[src/rtl/core/ufs_pkg.sv]
// Shared types and constants for the union-find-by-size block.
// Used by the channel interfaces, the controller, the datapath and the top level.
package ufs_pkg;

  localparam int NODE_W  = 10;
  localparam int COUNT_W = 11;
  localparam int CMD_W   = 2;

  localparam logic [COUNT_W-1:0] NODE_COUNT_RST = 11'd1024;

  localparam logic [CMD_W-1:0] CMD_UNION = 2'd0;
  localparam logic [CMD_W-1:0] CMD_QUERY = 2'd1;
  localparam logic [CMD_W-1:0] CMD_CLEAR = 2'd2;

  typedef logic [3:0] dp_op_t;

  localparam dp_op_t OP_NOP      = 4'd0;
  localparam dp_op_t OP_LOAD     = 4'd1;
  localparam dp_op_t OP_WALK     = 4'd2;
  localparam dp_op_t OP_HALVE    = 4'd3;
  localparam dp_op_t OP_ROOT_A   = 4'd4;
  localparam dp_op_t OP_ROOT_B   = 4'd5;
  localparam dp_op_t OP_SIZE_A   = 4'd6;
  localparam dp_op_t OP_MERGE    = 4'd7;
  localparam dp_op_t OP_CLR_STEP = 4'd8;
  localparam dp_op_t OP_RESULT   = 4'd9;

  typedef struct packed {
    dp_op_t op;
  } ufs_cmd_t;

  typedef struct packed {
    logic in_err;
    logic is_root;
    logic same;
    logic clr_last;
    logic out_free;
  } ufs_stat_t;

endpackage

[src/rtl/core/ufs_ctrl.sv]
// Sequencer for the union-find block: steps the datapath through root walks,
// merge and the clearing sweep. Depends on ufs_pkg.
module ufs_ctrl import ufs_pkg::*; (
  input  logic             clk,
  input  logic             rst_n,
  input  logic             in_valid,
  input  logic [CMD_W-1:0] in_cmd,
  output logic             in_ready,
  input  ufs_stat_t        stat,
  output ufs_cmd_t         dp_cmd
);

  localparam logic [2:0] S_CLR    = 3'd0;
  localparam logic [2:0] S_IDLE   = 3'd1;
  localparam logic [2:0] S_FIND   = 3'd2;
  localparam logic [2:0] S_HALVE  = 3'd3;
  localparam logic [2:0] S_SIZE   = 3'd4;
  localparam logic [2:0] S_MERGE  = 3'd5;
  localparam logic [2:0] S_RESULT = 3'd6;

  logic [2:0]       state_r, state_nxt;
  logic [CMD_W-1:0] cmd_r, cmd_nxt;
  logic             second_r, second_nxt;
  logic             clr_reply_r, clr_reply_nxt;

  always_comb begin
    state_nxt     = state_r;
    cmd_nxt       = cmd_r;
    second_nxt    = second_r;
    clr_reply_nxt = clr_reply_r;
    dp_cmd.op     = OP_NOP;
    in_ready      = 1'b0;
    case (state_r)
      S_CLR: begin
        dp_cmd.op = OP_CLR_STEP;
        if (stat.clr_last) begin
          state_nxt = clr_reply_r ? S_RESULT : S_IDLE;
        end
      end
      S_IDLE: begin
        in_ready = 1'b1;
        if (in_valid) begin
          dp_cmd.op  = OP_LOAD;
          cmd_nxt    = in_cmd;
          second_nxt = 1'b0;
          case (in_cmd)
            CMD_CLEAR: begin
              clr_reply_nxt = 1'b1;
              state_nxt     = S_CLR;
            end
            CMD_UNION, CMD_QUERY: begin
              state_nxt = stat.in_err ? S_RESULT : S_FIND;
            end
            default: begin
              state_nxt = S_RESULT;
            end
          endcase
        end
      end
      S_FIND: begin
        if (!stat.is_root) begin
          dp_cmd.op = OP_WALK;
          state_nxt = S_HALVE;
        end else if (!second_r) begin
          // first root known; start the walk from the second element
          dp_cmd.op  = OP_ROOT_A;
          second_nxt = 1'b1;
        end else begin
          dp_cmd.op = OP_ROOT_B;
          state_nxt = (cmd_r == CMD_QUERY || stat.same) ? S_RESULT : S_SIZE;
        end
      end
      S_HALVE: begin
        dp_cmd.op = OP_HALVE;
        state_nxt = S_FIND;
      end
      S_SIZE: begin
        dp_cmd.op = OP_SIZE_A;
        state_nxt = S_MERGE;
      end
      S_MERGE: begin
        dp_cmd.op = OP_MERGE;
        state_nxt = S_RESULT;
      end
      S_RESULT: begin
        // hold until the output register is free
        if (stat.out_free) begin
          dp_cmd.op     = OP_RESULT;
          clr_reply_nxt = 1'b0;
          state_nxt     = S_IDLE;
        end
      end
      default: begin
        state_nxt = S_IDLE;
      end
    endcase
  end

  always_ff @(posedge clk) begin
    if (!rst_n) begin
      state_r     <= S_CLR;
      cmd_r       <= CMD_UNION;
      second_r    <= 1'b0;
      clr_reply_r <= 1'b0;
    end else begin
      state_r     <= state_nxt;
      cmd_r       <= cmd_nxt;
      second_r    <= second_nxt;
      clr_reply_r <= clr_reply_nxt;
    end
  end

endmodule

[config.mk]
export PLATFORM = sky130hd
export DESIGN_NAME = ufs_ctrl
export DESIGN_NICKNAME = d
export VERILOG_FILES = /design/src/rtl/core/ufs_pkg.sv /design/src/rtl/core/ufs_ctrl.sv
export SDC_FILE = /design/constraint.sdc
export NUM_CORES = 1
export LEC_CHECK = 0
export BUFFER_PORTS_ARGS = -buffer_cell sky130_fd_sc_hd__clkbuf_2
export CAP_MARGIN = 0
export CELL_PAD_IN_SITES_DETAIL_PLACEMENT = 2
export CELL_PAD_IN_SITES_GLOBAL_PLACEMENT = 2
export CORE_MARGIN = 5
export CORE_UTILIZATION = 28
export DETAILED_ROUTE_END_ITERATION = 8
export HOLD_SLACK_MARGIN = 0.03
export PLACE_DENSITY_LB_ADDON = 0.1
export RECOVER_POWER = 50
export SYNTH_ARGS = -nofsm -noshare
export SYNTH_HDL_FRONTEND = slang
export SYNTH_SLANG_ARGS = --single-unit
[constraint.sdc]
create_clock -name clk -period 1.4 [get_ports clk]
set_input_delay 0.28 -clock clk [delete_from_list [all_inputs] [get_ports clk]]
set_output_delay 0.28 -clock clk [all_outputs]
set_load 0.05 [all_outputs]
Yosys cells after proc, flatten, opt, wreduce, memory -nomap -nowiden:

Index checks and enable logic that the tools add are counted.

* register bits after elaboration: 7
* logic and storage cells: 52
* bits of input ports: 10
* output and inout port bits: 5

* reductions and logical operators: 10
* eq/ne operators: 15
* mux-type cells: 23

Operator list (number)
* 4-bit case mux with 7 select lines: 1
* 3-bit 2-to-1 mux: 8
* 3-bit case mux with 7 select lines: 1
* 2-bit != test, second input constant: 5
* 3-bit equality test, second input constant: 3
* 1-bit 2-to-1 mux: 8
* 4-bit AND reduction: 2
* 3-bit by 2-bit equality test with 1-bit output, second input constant: 2
* 3-bit case mux with 2 select lines: 1
* 2-bit by 1-bit equality test with 1-bit output, second input constant: 2
* 4-bit 2-to-1 mux: 1
* 1-bit case mux with 2 select lines: 2
* 2-bit nonzero test: 2
* 3-bit by 1-bit equality test with 1-bit output, second input constant: 1
* 3-bit logical NOT: 1
* 3-bit != test, second input constant: 1
* 3-bit AND reduction: 1
* 2-bit equality test, second input constant: 1
* 2-bit logical NOT: 1
* 2-bit 2-to-1 mux: 1
* 2-bit AND reduction: 1
* 2-bit OR reduction: 1
* 1-bit logical OR: 1

Depth between registers and ports, before layout:

Gate-level depths: netlist of run 1.

* depth after elaboration: 6
* gate-level depth with buffers: 5
* depth with buffers taken out: 4

Least setup slack after synthesis of run 1:

Ideal clock, no wire load.

* kind: register to output
* start: register state_r[1]
* end: output port dp_cmd[1] (netlist bit)
* stages on the path, launching flop included: 5
* data required time: 1.120 ns
* buffers on the path: 2
* data arrival time: 1.858 ns
* slack: -0.738 ns
* cell sequence: dfxtp_1 buf_6 clkbuf_1 nand2b_1 o21ai_0

RTL lines
* start, declared: RTL line ufs_ctrl.sv:21 `logic [2:0] state_r, state_nxt;`
* start signal, assigned: RTL line ufs_ctrl.sv:106 `state_r <= state_nxt;`
* end, declared: RTL line ufs_ctrl.sv:10 `output ufs_cmd_t dp_cmd`

==> summary.json, run 1 <==
{
  "status": {"value": "finished with violations"},
  "violations": {"value": "negative setup slack"},
  "rrSetupSlack": {"value": -0.17, "unit": "ns"},
  "placement_rows": {"value": 16},
  "number_of_nets_with_antenna_violations_after_routing": {"value": 0},
  "maxSlewViolCount": {"value": 0},
  "synth_top_family_by_area": {"value": "simple AND/OR/NAND/NOR gates"},
  "unrepaired_setup_endpoints_after_global_routing": {"value": "yes"},
  "coreArea": {"value": 0.001922, "unit": "mm2"},
  "synth_xor_xnor_area_share": {"value": 0},
  "timing_hold_violations_final": {"value": 0},
  "fmaxAchievable": {"value": 582.4, "unit": "MHz"},
  "cp.required": {"value": 1.12, "unit": "ns"},
  "mapped_avg_cell_area": {"value": 8.069, "unit": "um2"},
  "detailroute.via_count": {"value": 686},
  "timing.clock.skew": {"value": 0.01057, "unit": "ns"},
  "number_of_setup_violations_in_the_final_report": {"value": 11},
  "crit_fanout": {"value": 3},
  "area_growth": {"value": 85.62, "unit": "%"},
  "timing_worst_setup_path_type": {"value": "flop to output pin"},
  "post_synth_adder_cell_area": {"value": 0},
  "power_leakage": {"value": 0.4266, "unit": "nW"},
  "grt_overflow_total": {"value": 0},
  "ys.flop_type": {"value": "dfxtp_1"},
  "fin_crit_share": {"value": 1.227},
  "post_synth_and_or_nand_nor_area_fraction": {"value": 0.3685},
  "end_kind": {"value": "output pin"},
  "worst_slack_at_placement": {"value": -0.1113, "unit": "ns"},
  "grt_start_max_net_pins": {"value": 10},
  "grt_use_total": {"value": 0.2011},
  "post_synthesis_cell_area": {"value": 556.8, "unit": "um2"},
  "hold_class": {"value": "primary input to flop"},
  "numPortBuffers": {"value": 14},
  "wire_length_of_the_first_global_routing_pass": {"value": 4071, "unit": "um"},
  "synth_compound_area_frac": {"value": 0.2270},
  "cts_inserted_buffers": {"value": 3},
  "drt_first_pass_iters": {"value": 4},
  "die_y": {"value": 54.59, "unit": "um"},
  "synth_cell_types": {"value": 30},
  "crit_path_end": {"value": "dp_cmd[0]"},
  "cts_num_sinks": {"value": 7},
  "boundaryPins": {"value": 15},
  "antenna_violations_before_repair": {"value": 0},
  "synth_seq_cells": {"value": 7},
  "clk_transition_reported_paths": {"value": 0.06, "unit": "ns"},
  "final_util": {"value": 0.5378},
  "drt_first_iter_violations": {"value": 8},
  "n_antenna_cell": {"value": 0},
  "finalNetCount": {"value": 115},
  "number_of_buffers_on_the_longest_clock_path": {"value": 2},
  "die_area": {"value": 0.002980, "unit": "mm2"},
  "route.detailed.vias_per_inst": {"value": 5.237},
  "cts.root.buffer_cell": {"value": "clkbuf_4"},
  "htree_levels": {"value": 1},
  "cts_tree": {"value": "done"},
  "syn-num-nets": {"value": 79},
  "fill_cells": {"value": 206},
  "max_cap_violations": {"value": 0},
  "critPathArrivalTime": {"value": 1.44, "unit": "ns"},
  "sum_of_routed_wire_length_over_all_layers": {"value": 3228, "unit": "um"},
  "post_cts_hold_buffer_count": {"value": 0},
  "muxShareOfSynthArea": {"value": 0.07416},
  "synth-warning-count": {"value": 0},
  "synth-async-reset-ratio": {"value": 0},
  "worst_r2r_startpoint": {"value": "state_r[0]"},
  "maxSlewHeadroom": {"value": 0.7865},
  "post_synth_inst_count": {"value": 69},
  "dieWidth": {"value": 54.59, "unit": "um"},
  "post-dp-hpwl": {"value": 1533, "unit": "um"},
  "r2r-end": {"value": "clr_reply_r"},
  "final_wtd_congestion": {"value": 0.7317},
  "initial_core_util": {"value": 0.2897},
  "max-vdd-ir-drop": {"value": 0.001289, "unit": "V"},
  "ys_seq_area_frac": {"value": 0.2517},
  "worst_pin_slew": {"value": 0.3169, "unit": "ns"},
  "crit_start": {"value": "state_r[0]"},
  "cellPowerDensity": {"value": 2434, "unit": "mW/mm2"},
  "timing.final.ws_setup": {"value": -0.3171, "unit": "ns"},
  "route.detailed.drc": {"value": 0},
  "post-route-min-period": {"value": 1.717, "unit": "ns"},
  "setup-tns-final": {"value": -1.473, "unit": "ns"},
  "clock_latency_at_the_later_pin_of_the_worst_skew_pair": {"value": 0.27, "unit": "ns"},
  "holdWs": {"value": 0.3112, "unit": "ns"},
  "grt_pass1_vias": {"value": 777},
  "worst_reg_to_reg_path_cell_count": {"value": 7},
  "layout-drive-gt1-share": {"value": 0.6346},
  "avgRoutedWirePerCell": {"value": 24.64, "unit": "um"},
  "startpoint_type": {"value": "flop"},
  "count_of_flip_flops_with_a_built_in_enable_after_synthesis": {"value": 0}
}
-- repair_timing --
item	in CTS	in global routing
gates resized for setup	19	25
setup buffers	3	5
pin swaps	3	9
endpoints found under the hold margin	0	0
endpoints found under the setup margin	7	11
-- state kept, by name, indices dropped and copies added (netlist names) --
name,count
clr_reply_r,1
state_r,3
cmd_r,2
second_r,1
-- where the power goes --
part / leakage, nW / internal, mW / switching [mW]
sequential: 0.0588 / 0.267 / 0.0881
combinational: 0.353 / 0.942 / 1.01
clock: 0.0150 / 0.110 / 0.0965
total: 0.427 / 1.32 / 1.20
-- Yosys cell counts, types with 2 or more instances --
library cell  instances  area [um2]
nand2_1               4       15.01
nor2b_1               2       12.51
o21ai_0               6       30.03
buf_6                 2       22.52
nor3b_1               3       22.52
nand4bb_1             2       22.52
dfxtp_1               7       140.1
buf_2                 2       10.01
a21oi_1               6       30.03
nand3_1               3       15.01
nand2b_1              4       25.02
mux2i_1               3       30.03
inv_1                 2       7.510
nor2_1                7       26.28
-- cell type report --
type                            instances  area (um2)  share of cell area
Multi-Input combinational cell         55       488.0              0.4722
Inverter                                2       7.507            0.007264
Tap cell                               27       33.78             0.03269
Sequential cell                         7       148.9              0.1441
Clock buffer                            4       26.28             0.02542
Timing Repair Buffer                   36       329.1              0.3184
-- worst max-delay path, stage by stage, from the launching register on --
cell       delay [ns]
dfxtp_2          0.37
nand2b_4         0.15
nor3b_2          0.05
a221o_2          0.42
clkbuf_16        0.18
-- stage by stage --
| step | total power, mW | cell area, um2 | std cells |
|---|---|---|---|
| final | 2.515 | 1033 | 131 |
| after global routing | 2.636 | 1033 | 131 |
| after CTS | 2.114 | 909.6 | 127 |
| after detailed placement | 1.645 | 783.3 | 120 |
| after global placement | 1.607 | 783.3 | 120 |
| after floorplan | 1.192 | 573.1 | 69 |
-- cell families after synthesis --
group | after synthesis
AND/OR/NAND/NOR | 32
AO/OA/AOI/OAI | 19
flip-flops | 7
buffers and inverters | 7
multiplexers | 4
-- worst min path at each step --
stage,end,depth (start not counted),startpoint
global placement,cmd_r[1],2,cmd_r[1]
floorplan,state_r[1],2,rst_n
global route,clr_reply_r,2,rst_n
CTS,state_r[1],3,rst_n
finish,clr_reply_r,2,rst_n
detailed placement,cmd_r[1],2,cmd_r[1]
-- metal layers --
metal / vias up / global-route usage / wire [um]
met5: - / 0 / 0
met4: 0 / 0.08714 / 101
met3: 9 / 0.05722 / 96
met2: 17 / 0.3366 / 1667
met1: 340 / 0.2354 / 1363
li1: 320 / - / -
-- cell usage in the layout (no fill, tap or decap), drive strengths merged, types with 2 or more instances in the layout --
cell,Yosys,layout
inv,2,2
nand4bb,2,2
nor3b,5,5
nand3,3,3
nand2,5,5
clkbuf,1,15
buf,4,25
nand2b,4,4
o21ai,6,6
a21oi,6,6
nor2b,2,2
mux2i,3,3
nor2,7,7
dfxtp,7,7
(Power assumes the default switching activity.)
==> inputs of run 2 (changes only) <==
Settings changed: ABC_AREA set to 1, CORE_UTILIZATION 28 to 25.
==> run 2 against run 1 <==
Against the previous run: the run still ends with negative setup slack left; final cell count rose by 34%; clock-buffer cell count decreased by 1; synthesized cell count is 43% higher; non-clock buffer count increased by 11; clock skew barely moved; fmax is 3.8% lower; sequential power rose by 3%; combinational power increased by 26%; synthesized area rose by 4.7%; global-route usage increased by 2.6 points; critical endpoint unchanged; largest cell class unchanged.
==> summary.json, run 2 <==
{
  "yosysMostFrequentCell": {"value": "nand2_1"},
  "synth_top_area_share": {"value": 0.2403},
  "grt_start_max_net_pins": {"value": 8},
  "total_power": {"value": 3.032, "unit": "mW"},
  "hold_class": {"value": "primary input to flop"},
  "synth_seq_cells": {"value": 7},
  "timing.clock.skew": {"value": 0.01024, "unit": "ns"},
  "coreArea": {"value": 0.002212, "unit": "mm2"},
  "crit_fanout": {"value": 6},
  "die_y": {"value": 58.30, "unit": "um"},
  "critPathArrivalTime": {"value": 1.50, "unit": "ns"},
  "worst_reg_to_reg_path_cell_count": {"value": 10},
  "max_cap_violations": {"value": 0},
  "timing_hold_violations_final": {"value": 0},
  "share_seq_of_total_power": {"value": 0.121},
  "clock_latency_at_the_later_pin_of_the_worst_skew_pair": {"value": 0.28, "unit": "ns"},
  "power_leakage": {"value": 0.5948, "unit": "nW"},
  "maxSlewViolCount": {"value": 0},
  "mostFrequentLayoutCell": {"value": "buf_4"},
  "power_switching": {"value": 1.564, "unit": "mW"},
  "synthTopCellsByArea": {"value": "dfxtp_1, nand2_1, inv_1, nor2_1, nand3_1"},
  "grt_pass1_vias": {"value": 971},
  "cts_tree": {"value": "done"},
  "startpoint_type": {"value": "flop"},
  "layout.cells.most_common_list": {"value": "buf_4, nand2_1, inv_1"},
  "dieWidth": {"value": 58.30, "unit": "um"},
  "layout-drive-gt1-share": {"value": 0.6351},
  "max-vdd-ir-drop": {"value": 0.001604, "unit": "V"},
  "p_int": {"value": 1.468, "unit": "mW"},
  "placement_rows": {"value": 17},
  "number_of_buffers_on_the_longest_clock_path": {"value": 2},
  "cp.required": {"value": 1.12, "unit": "ns"},
  "cellPowerDensity": {"value": 2511, "unit": "mW/mm2"},
  "clk_transition_reported_paths": {"value": 0.07, "unit": "ns"},
  "number_of_nets_with_antenna_violations_after_routing": {"value": 0},
  "detailroute.via_count": {"value": 874},
  "synth-warning-count": {"value": 0},
  "initial_core_util": {"value": 0.2636},
  "avgRoutedWirePerCell": {"value": 23.74, "unit": "um"},
  "die_area": {"value": 0.003398, "unit": "mm2"},
  "post_synthesis_cell_area": {"value": 583.1, "unit": "um2"},
  "grt_use_total": {"value": 0.2275},
  "antenna_violations_before_repair": {"value": 0},
  "power_frac_clock": {"value": 0.072},
  "top_regs": {"value": "state_r: 3 flops, cmd_r: 2 flops"},
  "worst_pin_slew": {"value": 0.3120, "unit": "ns"},
  "area_growth": {"value": 107.1, "unit": "%"},
  "status": {"value": "finished with violations"},
  "registers.top_by_ff_count": {"value": "state_r"},
  "drt_first_pass_iters": {"value": 4},
  "mapped_avg_cell_area": {"value": 5.889, "unit": "um2"},
  "wire_length_of_the_first_global_routing_pass": {"value": 5499, "unit": "um"},
  "post-route-min-period": {"value": 1.784, "unit": "ns"},
  "cts_num_sinks": {"value": 7},
  "drt_first_iter_violations": {"value": 26},
  "route.detailed.vias_per_inst": {"value": 4.966},
  "route.detailed.drc": {"value": 0},
  "maxSlewHeadroom": {"value": 0.7904},
  "yosysTopAreaCell": {"value": "dfxtp_1"},
  "end_kind": {"value": "output pin"},
  "cts_inserted_buffers": {"value": 3},
  "syn-num-nets": {"value": 109},
  "post_cts_hold_buffer_count": {"value": 0},
  "finalNetCount": {"value": 159},
  "worstHoldPathCells": {"value": 3},
  "timing.final.ws_setup": {"value": -0.3845, "unit": "ns"},
  "post-dp-hpwl": {"value": 2039, "unit": "um"},
  "timing_worst_setup_path_type": {"value": "flop to output pin"},
  "final_util": {"value": 0.5458},
  "power.share.switching": {"value": 0.5158},
  "final_wtd_congestion": {"value": 0.7568},
  "grt_overflow_total": {"value": 0},
  "sum_of_routed_wire_length_over_all_layers": {"value": 4178, "unit": "um"},
  "synth_cell_types": {"value": 19},
  "number_of_setup_violations_in_the_final_report": {"value": 8},
  "numPortBuffers": {"value": 14},
  "ys_seq_area_frac": {"value": 0.2403},
  "n_antenna_cell": {"value": 0},
  "boundaryPins": {"value": 15},
  "synth-async-reset-ratio": {"value": 0},
  "setup-tns-final": {"value": -1.507, "unit": "ns"},
  "htree_levels": {"value": 1},
  "yosys-top-cells-count": {"value": "nand2_1, inv_1, nor2_1, dfxtp_1, nand3_1"},
  "worst_slack_at_placement": {"value": -0.1737, "unit": "ns"},
  "violations": {"value": "negative setup slack"},
  "unrepaired_setup_endpoints_after_global_routing": {"value": "yes"},
  "post_synth_inst_count": {"value": 99},
  "fmaxAchievable": {"value": 560.4, "unit": "MHz"},
  "max_ffs_per_register": {"value": 3},
  "pwr-share-comb": {"value": 0.807},
  "count_of_flip_flops_with_a_built_in_enable_after_synthesis": {"value": 0},
  "fin_crit_share": {"value": 1.275},
  "cts.root.buffer_cell": {"value": "clkbuf_4"},
  "ys.flop_type": {"value": "dfxtp_1"}
}
[run 2: cell families after synthesis]
logic type / after synthesis / share of synthesized area
AND/OR/NAND/NOR: 60 / 0.4871
buffers and inverters: 20 / 0.1545
AO/OA/AOI/OAI: 12 / 0.1180
flip-flops: 7 / 0.2403
[run 2: cell type report]
type | count | area (um2)
Sequential cell | 7 | 151.4
Timing Repair Buffer | 47 | 425.4
Clock buffer | 3 | 22.52
Clock inverter | 1 | 5.005
Multi-Input combinational cell | 72 | 483.0
Tap cell | 28 | 35.03
Fill cell | 242 | 1005
Inverter | 18 | 85.08
[run 2: stage by stage]
| stage | std cells | cell area (um2) | hold WS (ns) |
|---|---|---|---|
| global placement | 159 | 864.6 | 0.4861 |
| detailed placement | 159 | 864.6 | 0.4921 |
| global route | 176 | 1207 | 0.3192 |
| floorplan | 99 | 589.3 | 0.4035 |
| CTS | 169 | 1017 | 0.3009 |
| finish | 176 | 1207 | 0.2903 |
[run 2: routing by layer]
| metal | global-route usage | wire length, um | vias up |
|---|---|---|---|
| met5 | 0 | 0 | - |
| met4 | 0.08940 | 217 | 0 |
| met1 | 0.2613 | 1731 | 427 |
| met2 | 0.4258 | 2070 | 25 |
| li1 | - | - | 405 |
| met3 | 0.02193 | 159 | 17 |
[run 2: timing repair]
item,4_1_cts,5_1_grt
buffers inserted,7,11
setup endpoints to repair,8,8
gates resized for setup,26,41
hold endpoints to repair,0,0
pin swaps,8,15
[run 2: worst max-delay path: stages (launching register included)]
cell and delay [ns]:
dfxtp_4 0.39, inv_8 0.09, buf_12 0.11, nand3_4 0.08, nor2_4 0.12, nor2_2 0.05, o211ai_1 0.14, clkbuf_16 0.23
[run 2: final timing paths]
check,start,endpoint,slack (ns)
min reg2reg,clr_reply_r,clr_reply_r,0.50
max reg2reg,state_r[1],state_r[1],-0.15
max,state_r[2],dp_cmd[0],-0.38
min,rst_n,state_r[0],0.29
[run 2: power groups by stage]
stage / combinational (mW) / clock [mW] / sequential [mW]
final: 2.45 / 0.218 / 0.367
after global routing: 2.57 / 0.234 / 0.372
after CTS: 1.86 / 0.204 / 0.349
after detailed placement: 1.57 / 0 / 0.329
after global placement: 1.51 / 0 / 0.324
after floorplan: 0.952 / 0 / 0.286
==> inputs of run 3 (changes only) <==
==> constraint.sdc (replaced) <==
create_clock -name clk -period 1.4 [get_ports clk]
set_input_delay 0.14 -clock clk [delete_from_list [all_inputs] [get_ports clk]]
set_output_delay 0.14 -clock clk [all_outputs]
set_load 0.05 [all_outputs]
==> run 3 against run 2 <==
Against the previous run: the run still ends with negative setup slack left; final area down 15%; register-to-register slack worse by 0.02 ns; power down 15%; clock skew down 0.0036 ns; fmax up 6.6%; worst hold slack worse by 0.13 ns; die area unchanged; largest cell class unchanged.
==> summary.json, run 3 (same netlist as run 2, synthesis figures left out) <==
{
  "status": {"value": "finished with violations"},
  "violations": {"value": "negative setup slack"},
  "cp.required": {"value": 1.26, "unit": "ns"},
  "max-vdd-ir-drop": {"value": 0.001140, "unit": "V"},
  "fmaxAchievable": {"value": 597.1, "unit": "MHz"},
  "timing_hold_violations_final": {"value": 0},
  "cts_inserted_buffers": {"value": 3},
  "power_leakage": {"value": 0.5089, "unit": "nW"},
  "final_wtd_congestion": {"value": 0.7921},
  "worstHoldPathCells": {"value": 3},
  "max_ffs_per_register": {"value": 3},
  "maxSlewHeadroom": {"value": 0.7952},
  "maxSlewViolCount": {"value": 0},
  "post-dp-hpwl": {"value": 1828, "unit": "um"},
  "dieWidth": {"value": 58.30, "unit": "um"},
  "worst_pin_slew": {"value": 0.3058, "unit": "ns"},
  "final_util": {"value": 0.4666},
  "die_area": {"value": 0.003398, "unit": "mm2"},
  "numPortBuffers": {"value": 14},
  "area_growth": {"value": 77.04, "unit": "%"},
  "finalNetCount": {"value": 150},
  "detailroute.via_count": {"value": 835},
  "fill_cells": {"value": 269},
  "max_cap_violations": {"value": 0},
  "top_regs": {"value": "state_r: 3 flops, cmd_r: 2 flops"},
  "boundaryPins": {"value": 15},
  "wire_length_of_the_first_global_routing_pass": {"value": 4885, "unit": "um"},
  "cellPowerDensity": {"value": 2500, "unit": "mW/mm2"},
  "avgRoutedWirePerCell": {"value": 22.75, "unit": "um"},
  "registers.top_by_ff_count": {"value": "state_r"},
  "timing_worst_setup_path_type": {"value": "flop to output pin"},
  "clk_transition_reported_paths": {"value": 0.06, "unit": "ns"},
  "placement_rows": {"value": 17},
  "hold_class": {"value": "primary input to flop"},
  "sum_of_routed_wire_length_over_all_layers": {"value": 3799, "unit": "um"},
  "route.detailed.vias_per_inst": {"value": 5.000},
  "die_y": {"value": 58.30, "unit": "um"},
  "post-route-min-period": {"value": 1.675, "unit": "ns"},
  "grt_pass1_vias": {"value": 913},
  "layout.cells.most_common_list": {"value": "nand2_1, buf_4, inv_1"},
  "timing.clock.skew": {"value": 0.006659, "unit": "ns"},
  "antenna_violations_before_repair": {"value": 0},
  "startpoint_type": {"value": "flop"},
  "unrepaired_setup_endpoints_after_global_routing": {"value": "yes"},
  "worst_reg_to_reg_path_cell_count": {"value": 10},
  "route.detailed.drc": {"value": 0},
  "grt_overflow_total": {"value": 0},
  "htree_levels": {"value": 1},
  "fin_crit_share": {"value": 1.196},
  "cts.root.buffer_cell": {"value": "clkbuf_4"},
  "cts_num_sinks": {"value": 7},
  "end_kind": {"value": "output pin"},
  "n_antenna_cell": {"value": 0},
  "number_of_nets_with_antenna_violations_after_routing": {"value": 0},
  "drt_first_pass_iters": {"value": 4},
  "number_of_buffers_on_the_longest_clock_path": {"value": 2},
  "clock_latency_at_the_later_pin_of_the_worst_skew_pair": {"value": 0.27, "unit": "ns"},
  "coreArea": {"value": 0.002212, "unit": "mm2"},
  "post_cts_hold_buffer_count": {"value": 0},
  "drt_first_iter_violations": {"value": 10},
  "number_of_setup_violations_in_the_final_report": {"value": 7},
  "grt_start_max_net_pins": {"value": 9},
  "grt_use_total": {"value": 0.2012},
  "initial_core_util": {"value": 0.2636},
  "crit_fanout": {"value": 6},
  "cts_tree": {"value": "done"},
  "timing.final.ws_setup": {"value": -0.2748, "unit": "ns"},
  "layout-drive-gt1-share": {"value": 0.5252},
  "critPathArrivalTime": {"value": 1.53, "unit": "ns"},
  "worst_slack_at_placement": {"value": -0.0002506, "unit": "ns"}
}
-- run 3: metal layers --
| layer | vias to the layer above | share of wire | track usage | wire length (um) |
|---|---|---|---|---|
| met4 | 0 | 0.011 | 0.03974 | 40 |
| met2 | 16 | 0.53 | 0.3636 | 2014 |
| met1 | 427 | 0.43 | 0.2387 | 1651 |
| met3 | 4 | 0.024 | 0.05044 | 93 |
| li1 | 388 | - | - | - |
| met5 | - | 0 | 0 | 0 |
-- run 3: final cells by class --
type | instances | area (um2) | area share
timing repair buffer | 38 | 325.3 | 0.3152
sequential | 7 | 148.9 | 0.1442
clock inverter | 1 | 5.005 | 0.004848
multi-input combinational | 72 | 417.9 | 0.4048
inverter | 18 | 77.57 | 0.07515
clock buffer | 3 | 22.52 | 0.02182
tap | 28 | 35.03 | 0.03394
-- run 3: final timing paths --
path            endpoint  slack, ns  startpoint
max reg2reg   state_r[0]      -0.17  state_r[2]
min          clr_reply_r       0.16       rst_n
max            dp_cmd[1]      -0.27  state_r[2]
min reg2reg     second_r       0.56    second_r
-- run 3: worst max-delay path, stage by stage (launching register included) --
cell and delay (ns):
dfxtp_4 0.39, inv_6 0.05, buf_4 0.13, nor3_1 0.24
a21oi_2 0.08, inv_1 0.10, nor2_2 0.06, inv_2 0.07
buf_8 0.14
-- run 3: through the flow --
step / total power, mW / TNS, ns / instances / hold slack, ns / cell area, um2
after global routing: 2.701 / -1.513 / 167 / 0.1582 / 1032
final: 2.581 / -1.002 / 167 / 0.1565 / 1032
after detailed placement: 1.642 / -0.0002506 / 149 / 0.4352 / 762.0
after floorplan: 1.234 / -0.2035 / 99 / 0.2635 / 589.3
after CTS: 2.205 / -0.4914 / 162 / 0.1426 / 945.9
after global placement: 1.604 / 0 / 149 / 0.4203 / 762.0
-- run 3: repair_timing --
action                                  in CTS  in global routing
setup buffers                                9                  5
resized for setup                           24                 20
endpoints found under the setup margin       5                  8
pin swaps                                    7                  6
-- run 3: where the power goes --
group / total [mW] / switching (mW) / leakage (nW) / internal (mW)
registers: 0.336 / 0.0667 / 0.0589 / 0.269
logic: 2.04 / 1.21 / 0.432 / 0.828
clock network: 0.207 / 0.101 / 0.0177 / 0.106
total: 2.58 / 1.38 / 0.509 / 1.20
